$ cat src/rtl/printer_command_frame_builder_defines.svh
// Assertion macros shared by the frame builder RTL.
`ifndef PRINTER_COMMAND_FRAME_BUILDER_DEFINES_SVH
`define PRINTER_COMMAND_FRAME_BUILDER_DEFINES_SVH

// Same-cycle implication, checked outside reset.
`define PCFB_ASSERT_IMP(label, clk, rst_n, ante, cons, msg) \
    label: assert property (@(posedge clk) disable iff (!rst_n) (ante) |-> (cons)) \
        else $error(msg);

// Next-cycle implication, checked outside reset.
`define PCFB_ASSERT_NEXT(label, clk, rst_n, ante, cons, msg) \
    label: assert property (@(posedge clk) disable iff (!rst_n) (ante) |=> (cons)) \
        else $error(msg);

`endif

$ cat src/rtl/pcfb_pkg.sv
// Constants and codes for the serial command frame builder.
package pcfb_pkg;

    localparam logic       CMD_START = 1'b0;
    localparam logic       CMD_DATA  = 1'b1;

    localparam logic [7:0] BYTE_SOH     = 8'h01;
    localparam logic [7:0] BYTE_ENQ     = 8'h05;
    localparam logic [7:0] BYTE_ETX     = 8'h03;
    localparam logic [7:0] LEN_OFFSET   = 8'h24;
    localparam logic [3:0] NIBBLE_HIGH  = 4'h3;
    localparam logic [6:0] SEQ_FIRST    = 7'h20;
    localparam logic [6:0] SEQ_LAST     = 7'h7F;

    // Position of a byte inside a frame; a data transfer starts at SLOT_PAY.
    localparam int SLOT_W = 4;
    localparam logic [SLOT_W-1:0] SLOT_SOH = 4'd0;
    localparam logic [SLOT_W-1:0] SLOT_LEN = 4'd1;
    localparam logic [SLOT_W-1:0] SLOT_SEQ = 4'd2;
    localparam logic [SLOT_W-1:0] SLOT_PAY = 4'd3;
    localparam logic [SLOT_W-1:0] SLOT_ENQ = 4'd4;
    localparam logic [SLOT_W-1:0] SLOT_N3  = 4'd5;
    localparam logic [SLOT_W-1:0] SLOT_N2  = 4'd6;
    localparam logic [SLOT_W-1:0] SLOT_N1  = 4'd7;
    localparam logic [SLOT_W-1:0] SLOT_N0  = 4'd8;
    localparam logic [SLOT_W-1:0] SLOT_ETX = 4'd9;

endpackage

$ cat src/rtl/printer_command_frame_builder.sv
// Serial command frame builder: header, pass-through data and checksum trailer.
//
//  Channel   Direction  Handshake           Payload
//  input     in         i_valid / o_ready   i_command, i_printer_op, i_data_len, i_data_byte
//  output    out        o_valid / i_ready   o_out_byte, o_frame_end, o_run_last, o_error
//
//  Each input transfer yields 1 to 10 output transfers, one per cycle while i_ready
//  is high. A data byte in the middle of a frame yields 1 output byte; the last one
//  yields 7, a start yields 4, or 10 for zero length. The output register sets this pace.
//  A new item is taken in the same cycle the previous item's last byte moves
//  into the output register, so runs of single-byte items flow back to back.
//  Reset is synchronous, active low; it clears the frame state and both valid flags.
//  A stall on i_ready holds the output register and, behind it, the input.
`include "printer_command_frame_builder_defines.svh"

module printer_command_frame_builder
    import pcfb_pkg::*;
(
    input  logic       i_clk,
    input  logic       i_rst_n,
    input  logic       i_valid,
    output logic       o_ready,
    input  logic       i_command,
    input  logic [7:0] i_printer_op,
    input  logic [7:0] i_data_len,
    input  logic [7:0] i_data_byte,
    output logic       o_valid,
    input  logic       i_ready,
    output logic [7:0] o_out_byte,
    output logic       o_frame_end,
    output logic       o_run_last,
    output logic       o_error
);

    // Frame state.
    logic [6:0]  r_seq;
    logic [15:0] r_sum;
    logic [7:0]  r_rem;
    logic        r_open;

    // Item register: one accepted item being unrolled into bytes.
    logic              r_bv;
    logic [SLOT_W-1:0] r_k;
    logic              r_err;
    logic              r_close;
    logic [7:0]        r_pay;
    logic [7:0]        r_lenb;
    logic [6:0]        r_bseq;
    logic [15:0]       r_csum;

    // Output register.
    logic       r_ov;
    logic [7:0] r_obyte;
    logic       r_oend;
    logic       r_olast;
    logic       r_oerr;

    logic              accept;
    logic              out_load;
    logic              at_last;
    logic [SLOT_W-1:0] last_slot;
    logic [7:0]        slot_byte;
    logic              bad_order;
    logic              closing;
    logic [7:0]        len_byte;
    logic [15:0]       sum_body;
    logic [6:0]        seq_next;
    logic [7:0]        rem_dec;

    assign last_slot = r_close ? SLOT_ETX : SLOT_PAY;
    assign at_last   = (r_k == last_slot);
    assign out_load  = r_bv && (!r_ov || i_ready);
    assign o_ready   = !r_bv || (out_load && at_last);
    assign accept    = i_valid && o_ready;

    assign bad_order = ((i_command == CMD_START) == r_open);
    assign len_byte  = i_data_len + LEN_OFFSET;
    assign rem_dec   = r_rem - 8'd1;
    assign closing   = (i_command == CMD_START) ? (i_data_len == 8'd0) : (rem_dec == 8'd0);
    assign seq_next  = (r_seq == SEQ_LAST) ? SEQ_FIRST : r_seq + 7'd1;

    // Checksum of the frame through the current item, before the closing 0x05.
    always_comb begin
        if (i_command == CMD_START) begin
            sum_body = {8'h00, len_byte} + {9'h000, r_seq} + {8'h00, i_printer_op};
        end else begin
            sum_body = r_sum + {8'h00, i_data_byte};
        end
    end

    always_comb begin
        unique case (r_k)
            SLOT_SOH: slot_byte = BYTE_SOH;
            SLOT_LEN: slot_byte = r_lenb;
            SLOT_SEQ: slot_byte = {1'b0, r_bseq};
            SLOT_PAY: slot_byte = r_err ? 8'h00 : r_pay;
            SLOT_ENQ: slot_byte = BYTE_ENQ;
            SLOT_N3:  slot_byte = {NIBBLE_HIGH, r_csum[15:12]};
            SLOT_N2:  slot_byte = {NIBBLE_HIGH, r_csum[11:8]};
            SLOT_N1:  slot_byte = {NIBBLE_HIGH, r_csum[7:4]};
            SLOT_N0:  slot_byte = {NIBBLE_HIGH, r_csum[3:0]};
            SLOT_ETX: slot_byte = BYTE_ETX;
            default:  slot_byte = 8'h00;
        endcase
    end

    // Frame state is updated when the item is taken, not as its bytes leave.
    always_ff @(posedge i_clk) begin
        if (!i_rst_n) begin
            r_seq  <= SEQ_FIRST;
            r_sum  <= 16'h0000;
            r_rem  <= 8'h00;
            r_open <= 1'b0;
        end else if (accept && !bad_order) begin
            if (closing) begin
                r_seq  <= seq_next;
                r_sum  <= 16'h0000;
                r_rem  <= 8'h00;
                r_open <= 1'b0;
            end else begin
                r_sum  <= sum_body;
                r_rem  <= (i_command == CMD_START) ? i_data_len : rem_dec;
                r_open <= 1'b1;
            end
        end
    end

    always_ff @(posedge i_clk) begin
        if (!i_rst_n) begin
            r_bv <= 1'b0;
            r_k  <= SLOT_SOH;
        end else if (accept) begin
            r_bv <= 1'b1;
            r_k  <= (i_command == CMD_START && !bad_order) ? SLOT_SOH : SLOT_PAY;
        end else if (out_load) begin
            if (at_last) begin
                r_bv <= 1'b0;
            end else begin
                r_k <= r_k + 4'd1;
            end
        end
    end

    always_ff @(posedge i_clk) begin
        if (accept) begin
            r_err   <= bad_order;
            r_close <= closing && !bad_order;
            r_pay   <= (i_command == CMD_START) ? i_printer_op : i_data_byte;
            r_lenb  <= len_byte;
            r_bseq  <= r_seq;
            r_csum  <= sum_body + {8'h00, BYTE_ENQ};
        end
    end

    always_ff @(posedge i_clk) begin
        if (!i_rst_n) begin
            r_ov <= 1'b0;
        end else if (out_load) begin
            r_ov <= 1'b1;
        end else if (i_ready) begin
            r_ov <= 1'b0;
        end
    end

    always_ff @(posedge i_clk) begin
        if (out_load) begin
            r_obyte <= slot_byte;
            r_oend  <= (r_k == SLOT_ETX);
            r_olast <= at_last;
            r_oerr  <= r_err;
        end
    end

    assign o_valid     = r_ov;
    assign o_out_byte  = r_obyte;
    assign o_frame_end = r_oend;
    assign o_run_last  = r_olast;
    assign o_error     = r_oerr;

    `PCFB_ASSERT_IMP(a_end_is_last, i_clk, i_rst_n, r_ov && r_oend, r_olast && !r_oerr, "frame end byte must close its item")
    `PCFB_ASSERT_IMP(a_err_single, i_clk, i_rst_n, r_ov && r_oerr, r_olast && r_obyte == 8'h00, "error result must be a single zero byte")
    `PCFB_ASSERT_IMP(a_open_has_rem, i_clk, i_rst_n, r_open, r_rem != 8'h00, "open frame must expect data")
    `PCFB_ASSERT_IMP(a_busy_blocks, i_clk, i_rst_n, r_bv && !at_last, !o_ready, "input taken before item finished")
    `PCFB_ASSERT_NEXT(a_burst_holds, i_clk, i_rst_n, r_bv && !at_last, r_bv, "item dropped before its last byte")

endmodule

$ cat config.mk
export PLATFORM = sky130hd
export DESIGN_NAME = printer_command_frame_builder
export DESIGN_NICKNAME = d
export VERILOG_FILES = /design/src/rtl/pcfb_pkg.sv /design/src/rtl/printer_command_frame_builder.sv
export VERILOG_INCLUDE_DIRS = /design/src /design/src/rtl
export SDC_FILE = /design/constraint.sdc
export NUM_CORES = 1
export LEC_CHECK = 0
export BUFFER_PORTS_ARGS = -buffer_cell sky130_fd_sc_hd__buf_2
export CELL_PAD_IN_SITES_DETAIL_PLACEMENT = 1
export CELL_PAD_IN_SITES_GLOBAL_PLACEMENT = 1
export CORE_MARGIN = 5
export CORE_UTILIZATION = 50
export DETAILED_ROUTE_END_ITERATION = 8
export GPL_TIMING_DRIVEN = 0
export PLACE_DENSITY_LB_ADDON = 0.08
export SETUP_SLACK_MARGIN = 0.2
export SLEW_MARGIN = 20
export SYNTH_ARGS = -nofsm -noshare
export SYNTH_HDL_FRONTEND = slang
export SYNTH_SLANG_ARGS = --single-unit
$ cat constraint.sdc
create_clock -name i_clk -period 6.5 [get_ports i_clk]
set_clock_uncertainty 0.1 [all_clocks]
set_input_delay 0 -clock i_clk [delete_from_list [all_inputs] [get_ports i_clk]]
set_output_delay 0 -clock i_clk [all_outputs]
set_load 0.1 [all_outputs]
==> flow_summary.json, run 1 <==
{
  "syn_avg_cell_area_sq_um": 10.07,
  "antenna_found_initial": 0,
  "multi_input_area_sq_um": 3007,
  "crit_type": "in -> reg",
  "grt_pass1_wl_um": 28730,
  "syn_area_sq_um": 5548,
  "gp_congestion": 0.9289,
  "ant_nets": 0,
  "hold_violations": 0,
  "holdPathStages": 5,
  "routedWlPerCell_um": 23.91,
  "vias": 4758,
  "antenna_cells": 0,
  "fin_util_pct": 58.51,
  "period_minus_slack_ps": 4531,
  "crit_chain": "dlygate4sd3_1 -> buf_2 -> ha_1 -> a21oi_1 -> xnor2_1 -> fa_1 -> ha_1 -> nor2b_1 -> or3b_2 -> a31oi_1 -> nor3b_1 -> o2111ai_1 -> a311oi_1 -> xor2_1 -> nor2_1",
  "rsz0062_at_grt": "no",
  "fmax_mhz": 220.7,
  "cts_setup_buffers": 0,
  "synth_seq_area_share_pct": 41.86,
  "setup_viol": 0,
  "power_uw": 1487,
  "worstMarginPinSlew_ps": 904.8,
  "port_buffers": 40,
  "hold_path_class": "in -> reg",
  "muxShareOfSynthArea_pct": 2.797,
  "die_h_um": 115.3,
  "die-area_sq_um": 13300,
  "worstSetupStartpointType": "input pin",
  "endpoint_kind": "flip-flop",
  "drc": 0,
  "synthSimpleGateAreaFrac_pct": 16.58,
  "initial_core_util_pct": 51.18,
  "ys_types": 70,
  "crit_path_frequent_cell": "ha_1",
  "synth-xor-area-share_pct": 6.315,
  "dp_hpwl_um": 13440,
  "maxCapViolCount": 0,
  "critPathSlowestCell": "fa_1",
  "numCtsBuffers": 9,
  "slew_viol_final": 0,
  "core_area_sq_um": 10840,
  "synthAdderAreaFrac_pct": 9.337,
  "ys_seq_elements": 90,
  "drive_gt1_share_pct": 14.79,
  "worst-path-max-fanout": 6,
  "fin_tns_setup_ps": 0,
  "grt_max_degree": 42,
  "synth_compound_gate_area_share_pct": 19.06,
  "track_usage_pct": 28.85,
  "async_reset_ff_share_pct": 0,
  "fin_crit_sh_pct": 69.71,
  "register_area_sq_um": 2322,
  "peakVddDrop_v": 0.0001105,
  "cts_root_buf": "clkbuf_8",
  "cts_max_path_buffers": 2,
  "slew-limit-headroom_pct": 39.40,
  "timing.hold.ws_ps": 21.67,
  "synth_fp_nets": 616,
  "synth_top_family_by_area": "compound AO/OA/AOI/OAI gates",
  "synth_edf_count": 52,
  "area_growth_pct": 14.32,
  "die_w_um": 115.3,
  "cts_max_level": 3,
  "placementRows": 38,
  "status": "finished, final reports clean",
  "drt-pass1-iter-count": 5,
  "path_clk_slew_ps": 90,
  "leakagePower_uw": 0.002382,
  "drt-initial-drc-count": 394,
  "cts_tree": "done",
  "grt_pass1_vias": 4976,
  "reg2reg_depth": 13,
  "yosys_warnings": 0,
  "ios": 42,
  "finalNetCount": 689,
  "rrSetupSlack_ps": 2310,
  "cp.required_ps": 6500,
  "syn_inst": 551,
  "synth_ff_type": "edfxtp_1",
  "arrival_ps": 4530,
  "routed_via_density": 6.187,
  "overflow": 0,
  "n_fill_cell": 1214,
  "drt_wl_total_um": 18380,
  "numClockSinks": 90,
  "max_stage_delay_ps": 550,
  "p_per_area_nw_per_um2": 234.4,
  "insertion_delay_ps": 370
}
[power breakdown]
| part | internal [uW] | switching, uW | total (uW) | leakage (uW) |
|---|---|---|---|---|
| Clock | 181 | 218 | 399 | 0.0000991 |
| Combinational | 144 | 274 | 417 | 0.00147 |
| Sequential | 651 | 19.6 | 671 | 0.000809 |
| Total | 975 | 511 | 1490 | 0.00238 |
[per-layer routing]
layer	vias up	part of all wire (%)	global-route usage, %
met2	184	50	49.19
met1	2363	41	37.15
met5	-	0	0
li1	2176	-	-
met3	35	6.8	5.105
met4	0	2.7	9.468
[path summary, 6_finish.rpt]
check | start | end
hold / removal | i_data_len[6] | r_rem[6]
hold reg to reg | r_open | r_open
setup reg to reg | r_seq[1] | r_csum[12]
setup / recovery | i_data_len[2] | r_csum[12]
[worst max-delay path, delay by kind of cell]
| kind | cells | cell delay (ps) |
|---|---|---|
| AO/OA/AOI/OAI | 4 | 1040 |
| XOR/XNOR | 2 | 640 |
| adder cells (fa/ha/maj) | 3 | 1120 |
| buffers and inverters | 2 | 640 |
| AND/OR/NAND/NOR | 4 | 1100 |
[sequential cells by signal, summed over array words and instances, names as in the netlist, 7 cells and up]
signal / cells
r_pay: 8
r_seq: 7
r_lenb: 8
o_out_byte: 8
r_rem: 8
r_csum: 16
r_sum: 16
r_bseq: 7
[area by class of cell]
cell class                 instances  area share, %
clock buffer                      10          2.012
clock inverter                     6          1.026
timing repair buffer              62          6.629
tap                              140          2.762
buffer                            22          1.953
multi-input combinational        412          47.41
sequential                        90          36.61
inverter                          27          1.598
[cell usage after synthesis (5+ instances only)]
cell	number	area (sq um)
xor2_1	23	201.4
mux2_2	12	135.1
o21ai_0	37	185.2
nor2b_1	21	131.4
xnor2_1	17	148.9
nor2_1	35	131.4
nand2_1	33	123.9
clkbuf_1	12	45.04
a22oi_1	15	112.6
a22o_1	5	43.79
nor3_1	9	45.04
a211oi_1	9	67.56
a31oi_1	6	37.54
fa_1	9	180.2
buf_6	5	56.30
nand3_1	11	55.05
a21oi_1	30	150.1
and2_1	11	68.82
and3_1	6	37.54
edfxtp_1	52	1562
inv_1	26	97.59
dfxtp_1	38	760.7
a21boi_0	5	37.54
o21a_1	5	37.54
a21o_1	7	52.55
ha_1	27	337.8
nand4_1	8	50.05
nand2b_1	7	43.79
[what timing repair did]
item / 4_1_cts / 5_1_grt
gates resized for setup: 0 / 0
setup endpoints to repair: 0 / 0
hold buffers: 22 / 0
hold endpoints to repair: 24 / 0
[through the flow]
step,setup WS [ps],std cells,cell area [sq um]
floorplan,3053,551,5548
global placement,2305,731,5923
detailed placement,2266,731,5929
CTS,2100,769,6342
global route,1716,769,6342
finish,1969,769,6342
[cells by family after synthesis]
logic type	Yosys count
compound gates	154
xor+xnor	40
fa+ha+maj	36
buf+inv	49
flops	90
mux	14
simple gates	168
[layout by cell type, fill, tap and decap left out, types with 5 or more instances in the layout]
cell type	count
nor2b_1	21
nor3_1	9
a21o_1	7
clkbuf_8	9
edfxtp_1	52
buf_2	43
nand2_1	33
ha_1	27
nand4_1	8
a22o_1	5
o21ai_0	37
nand3_1	11
o21a_1	5
xor2_1	23
clkbuf_1	13
mux2_2	12
dlygate4sd3_1	22
fa_1	9
buf_6	5
inv_1	25
nand2b_1	7
dfxtp_1	38
a211oi_1	9
a21oi_1	30
and2_1	11
a31oi_1	6
and3_1	6
nor2_1	35
xnor2_1	17
a21boi_0	5
a22oi_1	15
(Power assumes the default switching activity.)
==> run 2: changes to the inputs <==
Settings changed: ABC_AREA from default to 1, CORE_UTILIZATION 50 to 45.
Clock period 6.5 ns to 4.2 ns, I/O delays scaled along.
==> run 2 against run 1 <==
Against the previous run: flip-flop and latch count did not move; largest power group unchanged; critical path depth rose by 3; routed wire length rose by 6.7%; global-route usage fell by 3.6 points; synthesized cell count rose by 43%; count of clock-buffer cells in the layout rose by 1; critical path type unchanged.
==> flow_summary.json, run 2 <==
{
  "hold_violations": 0,
  "gp_congestion": 0.8914,
  "p_per_area_nw_per_um2": 381.8,
  "slew_viol_final": 0,
  "cellInternalPower_uw": 1796,
  "cts_root_buf": "clkbuf_16",
  "worstMarginPinSlew_ps": 1034,
  "drc": 0,
  "slew-limit-headroom_pct": 30.50,
  "worst-path-max-fanout": 8,
  "drt_wl_total_um": 19620,
  "crit_chain": "dlygate4sd3_1 -> buf_2 -> ha_1 -> a21oi_1 -> xor2_2 -> fa_1 -> ha_1 -> nand2_1 -> inv_1 -> nand3_1 -> o21ai_0 -> nand2_1 -> nand2_2 -> nand2_1 -> nor2_1 -> nand3_1 -> nand2_1 -> nand2_1",
  "drt-pass1-iter-count": 5,
  "placementRows": 41,
  "holdPathEnd": "r_rem[3]",
  "path_clk_slew_ps": 70,
  "synth_top_cell_by_area": "edfxtp_1",
  "vias": 5583,
  "synth_ff_type": "edfxtp_1",
  "async_reset_ff_share_pct": 0,
  "comb_power_share_pct": 25.5,
  "layout_common_cells": "234 x nand2_1, 109 x inv_1, 80 x nand3_1",
  "synthSimpleGateAreaFrac_pct": 31.25,
  "finalNetCount": 933,
  "rrSetupSlack_ps": 690,
  "p_switching_uw": 856.9,
  "crit_type": "in -> reg",
  "drt-initial-drc-count": 393,
  "fin_tns_setup_ps": 0,
  "seqPwrFrac_pct": 39.3,
  "core_area_sq_um": 12770,
  "synth_area_leaders": "edfxtp_1 26%, nand2_1 15%, dfxtp_1 13%",
  "overflow": 0,
  "crit_path_frequent_cell": "nand2_1",
  "synth_edf_count": 52,
  "leakagePower_uw": 0.003134,
  "fmax_mhz": 264.5,
  "syn_avg_cell_area_sq_um": 7.485,
  "arrival_ps": 3760,
  "peakVddDrop_v": 0.0002420,
  "sw_frac_of_total_pct": 32.30,
  "syn_area_sq_um": 5913,
  "ant_nets": 0,
  "ios": 42,
  "insertion_delay_ps": 350,
  "cts_max_level": 3,
  "reg2reg_depth": 15,
  "synth_compound_gate_area_share_pct": 9.522,
  "cts_tree": "done",
  "power_uw": 2653,
  "drive_gt1_share_pct": 11.68,
  "status": "finished, final reports clean",
  "die_h_um": 124.6,
  "yosys.cell_count.top_type": "nand2_1",
  "critPathBufInv": 3,
  "syn_inst": 790,
  "numClockSinks": 90,
  "synth_fp_nets": 855,
  "grt_pass1_wl_um": 31150,
  "synth_seq_area_share_pct": 39.27,
  "routed_via_density": 5.343,
  "grt_pass1_vias": 5970,
  "antenna_found_initial": 0,
  "reg2reg_from": "r_seq[1]",
  "antenna_cells": 0,
  "cp.required_ps": 4180,
  "ys_types": 41,
  "maxCapViolCount": 0,
  "hold_path_class": "in -> reg",
  "fin_crit_sh_pct": 90.01,
  "final_common_cell": "nand2_1",
  "endpoint_kind": "flip-flop",
  "rr_endpoint": "r_csum[10]",
  "rsz0062_at_grt": "no",
  "hp-start": "i_data_len[3]",
  "worstSetupStartpointType": "input pin",
  "area_growth_pct": 17.50,
  "netlist.area_leader.share_pct": 26.41,
  "track_usage_pct": 25.29,
  "die-area_sq_um": 15530,
  "largestRegisters": "r_csum x16, r_sum x16",
  "critPathSlowestCell": "dlygate4sd3_1",
  "holdPathStages": 5,
  "yosys_warnings": 0,
  "synthAdderAreaFrac_pct": 8.760,
  "numCtsBuffers": 9,
  "cts_max_path_buffers": 2,
  "synth_top_family_by_area": "simple AND/OR/NAND/NOR gates",
  "grt_max_degree": 32,
  "clock_power_share_pct": 35.2,
  "muxShareOfSynthArea_pct": 0,
  "die_w_um": 124.6,
  "synthTopCellsByCount": "234 x nand2_1, 110 x inv_1, 80 x nand3_1",
  "synth-xor-area-share_pct": 2.666,
  "dp_hpwl_um": 15110,
  "initial_core_util_pct": 46.29,
  "setup_viol": 0,
  "period_minus_slack_ps": 3781,
  "ys_seq_elements": 90,
  "max_stage_delay_ps": 540,
  "port_buffers": 41,
  "routedWlPerCell_um": 18.77,
  "path_delay_family": "adder cells"
}
run 2: cell types whose count changed in the layout (fill, tap and decap cells not counted), sizes merged, moves of 10 or more:
cell,delta
nand2,+217
inv,+83
nand3,+70
nor2,+27
a21oi,+24
nor2b,-21
o21ai,-21
a22oi,-15
xnor2,-15
mux2,-12
and2,-10
run 2: power groups by stage:
stage | combinational [uW] | sequential [uW] | clock, uW
2_1_floorplan | 393 | 1120 | 0
3_3_place_gp | 610 | 1060 | 0
3_5_place_dp | 639 | 1060 | 0
4_1_cts | 668 | 1040 | 937
5_1_grt | 742 | 1050 | 978
6_report | 676 | 1040 | 934
run 2: kinds of logic after synthesis:
logic type	count (synthesis)
adders and majority gates	36
buffers and inverters	127
and+or+nand+nor	425
AOI/OAI and AO/OA	94
xor gates and xnor gates	18
DFF	90
run 2: final cells by class:
| cell class | instances | area [sq um] |
|---|---|---|
| inverters | 113 | 426.7 |
| flip-flops and latches | 90 | 2322 |
| fillers | 1645 | 5826 |
| plain buffers | 14 | 77.57 |
| multi-input cells | 573 | 3098 |
| clock inverters | 5 | 102.6 |
| clock buffers | 11 | 232.7 |
| repair buffers | 67 | 473.0 |
| well taps | 172 | 215.2 |
run 2: per-layer routing:
metal	GRT usage, %	wire length [um]	vias to the layer above	part of all wire [%]
li1	-	-	2728	-
met1	29.17	8214	2718	42
met2	46.76	10140	96	52
met3	3.302	495	41	2.5
met4	10.51	766	0	3.9
met5	0	0	-	0
run 2: worst max path at each step:
stage / start / end / slack [ps] / cells after the start
after floorplan: o_valid / r_k[0] / 940 / 8
after global placement: i_data_len[2] / r_csum[13] / 630 / 17
after detailed placement: i_data_len[2] / r_csum[13] / 530 / 17
after CTS: i_data_len[2] / r_csum[13] / 350 / 19
after global routing: i_data_len[2] / r_csum[13] / 220 / 20
final: i_data_len[2] / r_csum[13] / 420 / 18
run 2: timing repair:
action,4_1_cts,5_1_grt
endpoints found under the setup margin,0,5
hold buffers,24,0
gates resized for setup,0,2
hold endpoints to repair,23,0
setup buffers,0,1
run 2: stage by stage:
stage / setup slack, ps / hold WS [ps] / area (sq um) / std cells / util (%)
finish: 419.4 / 14.79 / 6948 / 1045 / 54.39
global route: 215.2 / 19.91 / 6948 / 1045 / 54.39
CTS: 353.0 / 6.840 / 6929 / 1044 / 54.25
detailed placement: 525.1 / 168.4 / 6354 / 1004 / 49.74
global placement: 629.6 / 165.5 / 6334 / 1003 / 49.58
floorplan: 939.9 / -15.83 / 5913 / 790 / -
run 2: worst reg2reg max path, delay by kind of cell (launching register included):
kind / cells / cell delay [ps]
adder cells (fa/ha/maj): 3 / 1170
AND/OR/NAND/NOR: 8 / 1140
flip-flops: 1 / 410
AO/OA/AOI/OAI: 2 / 270
buffers and inverters: 2 / 170
